**config.mk**
```make
export PLATFORM = sky130hd
export DESIGN_NAME = tedi_muldiv
export DESIGN_NICKNAME = d
export VERILOG_FILES = /design/src/hw/rtl/trip_energy_distance_integrator_unit_macros.svh /design/src/hw/rtl/tedi_pkg.sv /design/src/hw/rtl/tedi_muldiv.sv
export SDC_FILE = /design/constraint.sdc
export NUM_CORES = 2
export LEC_CHECK = 0
export BUFFER_PORTS_ARGS = -buffer_cell sky130_fd_sc_hd__buf_2
export CORE_MARGIN = 2
export CORE_UTILIZATION = 45
export CTS_CLUSTER_SIZE = 14
export DETAILED_ROUTE_END_ITERATION = 6
export PLACE_DENSITY = 0.67
export SYNTH_ARGS = -nofsm -noshare
export SYNTH_HDL_FRONTEND = slang
export SYNTH_SLANG_ARGS = --single-unit
```
**constraint.sdc**
```tcl
create_clock -name clk_i -period 12.9 [get_ports clk_i]
set_clock_uncertainty 0.05 [all_clocks]
set_input_delay 1.29 -clock clk_i [delete_from_list [all_inputs] [get_ports clk_i]]
set_output_delay 1.29 -clock clk_i [all_outputs]
set_load 0.005 [all_outputs]
```
**src/hw/rtl/trip_energy_distance_integrator_unit_macros.svh**
```systemverilog
// Assertion macros used by the integrator RTL file.
`ifndef TRIP_ENERGY_DISTANCE_INTEGRATOR_UNIT_MACROS_SVH
`define TRIP_ENERGY_DISTANCE_INTEGRATOR_UNIT_MACROS_SVH

// Property must hold while out of reset.
`define TEDI_ASSERT(lbl, clk, rstn, prop, msg) \
  lbl: assert property (@(posedge clk) disable iff (!rstn) (prop)) else $error(msg);

// Antecedent in one cycle implies consequent in the next.
`define TEDI_ASSERT_NEXT(lbl, clk, rstn, ante, cons, msg) \
  lbl: assert property (@(posedge clk) disable iff (!rstn) (ante) |=> (cons)) else $error(msg);

`endif

```
**src/hw/rtl/tedi_pkg.sv**
```systemverilog
package tedi_pkg;

  localparam int unsigned CfgIdxW = 2;

  typedef enum logic [CfgIdxW-1:0] {
    CFG_START_SPEED  = 2'd0,
    CFG_MAX_INTERVAL = 2'd1,
    CFG_MIN_DISTANCE = 2'd2,
    CFG_IMPERIAL     = 2'd3
  } cfg_idx_e;

  localparam logic [15:0] StartSpeedReset  = 16'd50;
  localparam logic [31:0] MaxIntervalReset = 32'd5000000;
  localparam logic [31:0] MinDistanceReset = 32'd100000;

  localparam logic [63:0] KnotMmPerH = 64'd1852;
  localparam logic [63:0] DistDiv    = 64'd7200000;
  localparam logic [63:0] EnergyDiv  = 64'd7200;
  localparam logic [63:0] MileMm     = 64'd1609344;
  localparam logic [63:0] MileHalf   = 64'd50000000;
  localparam logic [63:0] MileDiv    = 64'd100000000;
  localparam logic [63:0] Milli      = 64'd1000;
  localparam logic [63:0] StartScale = 64'd100000;

  // Default for the sequencer's step counter width (64 divide steps).
  localparam int unsigned StepW = 7;

  // Request to the shared multiply-divide unit: floor((a*m + add) / d), saturated.
  typedef struct packed {
    logic [63:0] a;
    logic [63:0] m;
    logic [63:0] add;
    logic [63:0] d;
  } md_req_t;

  typedef enum logic [1:0] {MD_IDLE, MD_MUL, MD_DIV, MD_DONE} md_state_e;

  typedef enum logic [4:0] {
    ST_IDLE,
    ST_PWR,
    ST_PWR_WAIT,
    ST_CHECK,
    ST_MS,
    ST_MS_WAIT,
    ST_DIST_MUL,
    ST_DIST,
    ST_DIST_WAIT,
    ST_EN,
    ST_EN_WAIT,
    ST_ACC,
    ST_CONS,
    ST_MILLI,
    ST_MILLI_WAIT,
    ST_DECI,
    ST_DECI_WAIT,
    ST_OUT
  } state_e;

endpackage

```
**src/hw/rtl/tedi_muldiv.sv**
```systemverilog
// Computes floor((a*m + add) / d) saturated to 64 bits. The 64x64 product is
// built from four 32x32 partial products, then a restoring divide takes
// one quotient bit per cycle.
module tedi_muldiv #(
  parameter int unsigned StepW = tedi_pkg::StepW
) (
  input  logic             clk_i,
  input  logic             rst_ni,
  input  logic             start_i,
  input  tedi_pkg::md_req_t req_i,
  output logic             done_o,
  output logic [63:0]      q_o
);
  import tedi_pkg::*;

  md_state_e state_q, state_d;
  logic [StepW-1:0] cnt_q, cnt_d;
  md_req_t req_q, req_d;
  logic [127:0] prod_q, prod_d;
  logic [63:0] rem_q, rem_d, lo_q, lo_d, quo_q, quo_d;
  logic [31:0] pa, pb;
  logic [63:0] pp;
  logic [127:0] pp_sh, sum;
  logic [64:0] rem_sh;
  logic ovf;

  always_comb begin
    unique case (cnt_q[1:0])
      2'd0:    begin pa = req_q.a[31:0];  pb = req_q.m[31:0];  end
      2'd1:    begin pa = req_q.a[31:0];  pb = req_q.m[63:32]; end
      2'd2:    begin pa = req_q.a[63:32]; pb = req_q.m[31:0];  end
      default: begin pa = req_q.a[63:32]; pb = req_q.m[63:32]; end
    endcase
    pp = 64'(pa) * 64'(pb);
    unique case (cnt_q[1:0])
      2'd0:    pp_sh = {64'd0, pp};
      2'd1,
      2'd2:    pp_sh = {32'd0, pp, 32'd0};
      default: pp_sh = {pp, 64'd0};
    endcase
  end

  assign sum = prod_q + pp_sh;
  assign rem_sh = {rem_q, lo_q[63]};
  assign ovf = (prod_q[127:64] >= req_q.d);

  always_comb begin
    state_d = state_q;
    cnt_d = cnt_q;
    req_d = req_q;
    prod_d = prod_q;
    rem_d = rem_q;
    lo_d = lo_q;
    quo_d = quo_q;
    unique case (state_q)
      MD_IDLE: begin
        if (start_i) begin
          req_d = req_i;
          prod_d = {64'd0, req_i.add};
          cnt_d = '0;
          state_d = MD_MUL;
        end
      end
      MD_MUL: begin
        prod_d = sum;
        cnt_d = cnt_q + StepW'(1);
        if (cnt_q[1:0] == 2'd3) begin
          state_d = MD_DIV;
          cnt_d = '0;
        end
      end
      MD_DIV: begin
        if (cnt_q == '0 && ovf) begin
          quo_d = '1;
          state_d = MD_DONE;
        end else begin
          if (cnt_q == '0) begin
            rem_d = prod_q[127:64];
            lo_d = prod_q[63:0];
            quo_d = '0;
          end
          cnt_d = cnt_q + StepW'(1);
          state_d = MD_DIV;
          if (cnt_q != '0) begin
            lo_d = {lo_q[62:0], 1'b0};
            if (rem_sh >= {1'b0, req_q.d}) begin
              rem_d = 64'(rem_sh - {1'b0, req_q.d});
              quo_d = {quo_q[62:0], 1'b1};
            end else begin
              rem_d = rem_sh[63:0];
              quo_d = {quo_q[62:0], 1'b0};
            end
            if (cnt_q == StepW'(64)) state_d = MD_DONE;
          end
        end
      end
      default: state_d = MD_IDLE;
    endcase
  end

  always_ff @(posedge clk_i or negedge rst_ni) begin
    if (!rst_ni) begin
      state_q <= MD_IDLE;
      cnt_q <= '0;
    end else begin
      state_q <= state_d;
      cnt_q <= cnt_d;
    end
  end

  always_ff @(posedge clk_i) begin
    req_q <= req_d;
    prod_q <= prod_d;
    rem_q <= rem_d;
    lo_q <= lo_d;
    quo_q <= quo_d;
  end

  assign done_o = (state_q == MD_DONE);
  assign q_o = quo_q;

endmodule
```
==> impl_metrics.tcl <==
set metrics [dict create \
    outcome "complete, no violations" \
    htree_levels 2 \
    clkTransAtPathRegs_ns 0.06 \
    io_pins 324 \
    drv_cap 0 \
    antenna_found_initial 9 \
    grt_pass1_wl_mm 364 \
    cts.sinks 521 \
    rsz0062_at_grt "false" \
    synth.cell_area_sq_mm 0.0678 \
    grt_max_degree 133 \
    min_period_ns 12.65 \
    area_growth_syn_to_layout_pct 14.4 \
    critPathMaxFanout 19 \
    fp.coreArea_sq_mm 0.150 \
    gr-total-overflow 0 \
    synthSimpleGateAreaFrac_pct 14.6 \
    synth_mux_area_share_pct 3.19 \
    num-fill-cells 13923 \
    place_inst 9946 \
    vias 57510 \
    drc 0 \
    slew_headroom_pct 9.46 \
    crit_slowest_cell "fa_1" \
    synth_compound_area_share_pct 12.2 \
    critPathKind "flip-flop to flip-flop" \
    synthAdderAreaFrac_pct 36.3 \
    initial_core_util_pct 45.3 \
    drive_gt1_share_pct 15.1 \
    dieArea_sq_mm 0.154 \
    pre_cts_ws_ns 0.0307 \
    antenna_left 0 \
    max_stage_delay_ns 0.62 \
    async_flop_share_pct 1.73 \
    synth.distinct_cells 84 \
    synth_top_family_by_area "adder cells" \
    postSynthCellCount 7392 \
    grt_pass1_vias 57735 \
    crit_arrival_ns 13.03 \
    setup_violations 0 \
    insertion_delay_ns 0.73 \
    dr.pass1.iters 5 \
    max_freq_mhz 79.1 \
    final_common_cell "inv_1" \
    nNetsFinal 9678 \
    hold_buffers 0 \
    synth_xor_area_share_pct 3.00 \
    fin_tns_setup_ns 0 \
    cpMostUsedCell "fa_1" \
    ys_warn_count 0 \
    cp-end-kind "flip-flop" \
    drt_iter0_drc 5675 \
    place_congestion 1.01 \
    cts_buffers 60 \
    placement_rows 142 \
    clk_path_buf_depth 3 \
    seq_area_frac_synth_pct 23.0 \
    grt_usage_pct 31.9 \
    drt-total-wl_mm 246 \
    cts_tree "yes" \
    min_path_type "input port to async pin" \
    die_w_um 392 \
    io_buffers 323 \
    final_cell_mix "1035 x inv_1, 934 x nand2_1, 907 x nor2_1" \
    timing.final.crit_share_pct 98.0 \
    synth-seq-cells 521 \
    die_h_um 392 \
    hold_violations 0 \
    layout.cells.non_filler 10058 \
    yosys_most_used_dff "edfxtp_1" \
    worstMarginPinSlew_ns 1.35 \
    cts_root_buffer "clkbuf_16" \
    crit_path_start_kind "flip-flop" \
    via_per_inst 5.72 \
    synth_edf_count 512 \
    synth_fp_nets 9077 \
    syn_avg_cell_area_sq_um 9.17 \
    maxSlewViolCount 0 \
    dpl.hpwl_mm 204 \
    wire_per_inst_um 24.4 \
    worst_slack_ns 0.253 \
    cp.required_ns 13.28 \
]
worst paths after layout:
| path | startpoint | end | slack, ns | depth (start not counted) |
|---|---|---|---|---|
| min in group clk_i | lo_q[34] | lo_q[35] | 0.42 | 2 |
| max reg2reg | cnt_q[1] | prod_q[106] | 0.25 | 44 |
| min reg2reg | lo_q[34] | lo_q[35] | 0.42 | 2 |
| max | cnt_q[1] | prod_q[106] | 0.25 | 44 |
| min | rst_ni | state_q[0] | 0.38 | 1 |
| max in group asynchronous | rst_ni | cnt_q[0] | 12.20 | 1 |
layer usage:
metal	GRT usage (%)	routed length [um]
met1	44.7	104000
met5	0	34
met4	14.5	13400
met3	5.52	22600
met2	48.4	106000
worst max-delay path: cells and delay by family (launching register included):
family | cells | cell delay, ns
compound gates | 14 | 3.55
xor+xnor | 2 | 0.41
buf+inv | 9 | 1.39
fa+ha+maj | 11 | 4.88
flops | 1 | 0.39
mux | 1 | 0.25
simple gates | 7 | 1.38
synthesized netlist by cell type, types with 21 or more instances:
cell type | instances | share of area (%)
inv_1 | 1036 | 5.7
nand2_1 | 935 | 5.2
nor2_1 | 914 | 5.1
fa_1 | 898 | 27
ha_1 | 528 | 9.7
edfxtp_1 | 512 | 23
a21oi_1 | 401 | 3.0
clkbuf_1 | 320 | 1.8
o21ai_0 | 254 | 1.9
a21o_1 | 160 | 1.8
xnor2_1 | 144 | 1.9
mux2_2 | 121 | 2.0
o21a_1 | 102 | 1.1
nand4_1 | 97 | 0.90
xor2_1 | 88 | 1.1
mux2i_1 | 80 | 1.2
and2_1 | 65 | 0.60
o21bai_1 | 65 | 0.72
nand3_1 | 58 | 0.43
nor3_1 | 49 | 0.36
a31oi_1 | 48 | 0.44
nor2b_1 | 46 | 0.42
nand2b_1 | 36 | 0.33
and3_1 | 34 | 0.31
o31ai_1 | 25 | 0.28
nor4_1 | 24 | 0.22
a21boi_0 | 22 | 0.24
o21ai_1 | 22 | 0.16
or3_1 | 22 | 0.20
a211oi_1 | 21 | 0.23
cells by family after synthesis:
kind of cell | Yosys count
flip-flops | 521
buffers and inverters | 1381
adder cells (fa/ha/maj) | 1426
multiplexers | 201
XOR/XNOR | 232
AO/OA/AOI/OAI | 1302
AND/OR/NAND/NOR | 2329
registers in the layout (all words and copies together), names as in the netlist:
| signal | cells |
|---|---|
| cnt_q | 7 |
| q_o | 64 |
| lo_q | 64 |
| req_q | 192 |
| prod_q | 128 |
| rem_q | 64 |
| state_q | 2 |
timing repair:
action | in CTS | in global routing
gates resized for setup | 1 | 25
buffers inserted | 0 | 1
pin swaps | 0 | 2
setup endpoints to repair | 1 | 43
area by class of cell:
cell class	count	area [sq um]	area share, %
clock buffer	67	1530	1.97
sequential	521	15600	20.1
clock inverter	42	445	0.575
timing repair buffer	883	6210	8.01
antenna	2	5.00	0.00646
inverter	1037	3890	5.02
tap	2016	2520	3.25
multi-input combinational	5490	47300	61.0
per-stage QoR:
step	hold slack [ns]	cell area (sq um)	util [%]
finish	0.383	77500	51.8
global placement	0.446	75400	50.4
floorplan	0.424	67800	-
CTS	0.351	77400	51.7
global route	0.379	77500	51.8
detailed placement	0.452	75400	50.4
Power is not shown: default switching activity piles up to over one toggle a cycle in this logic, so the estimate is an artifact.
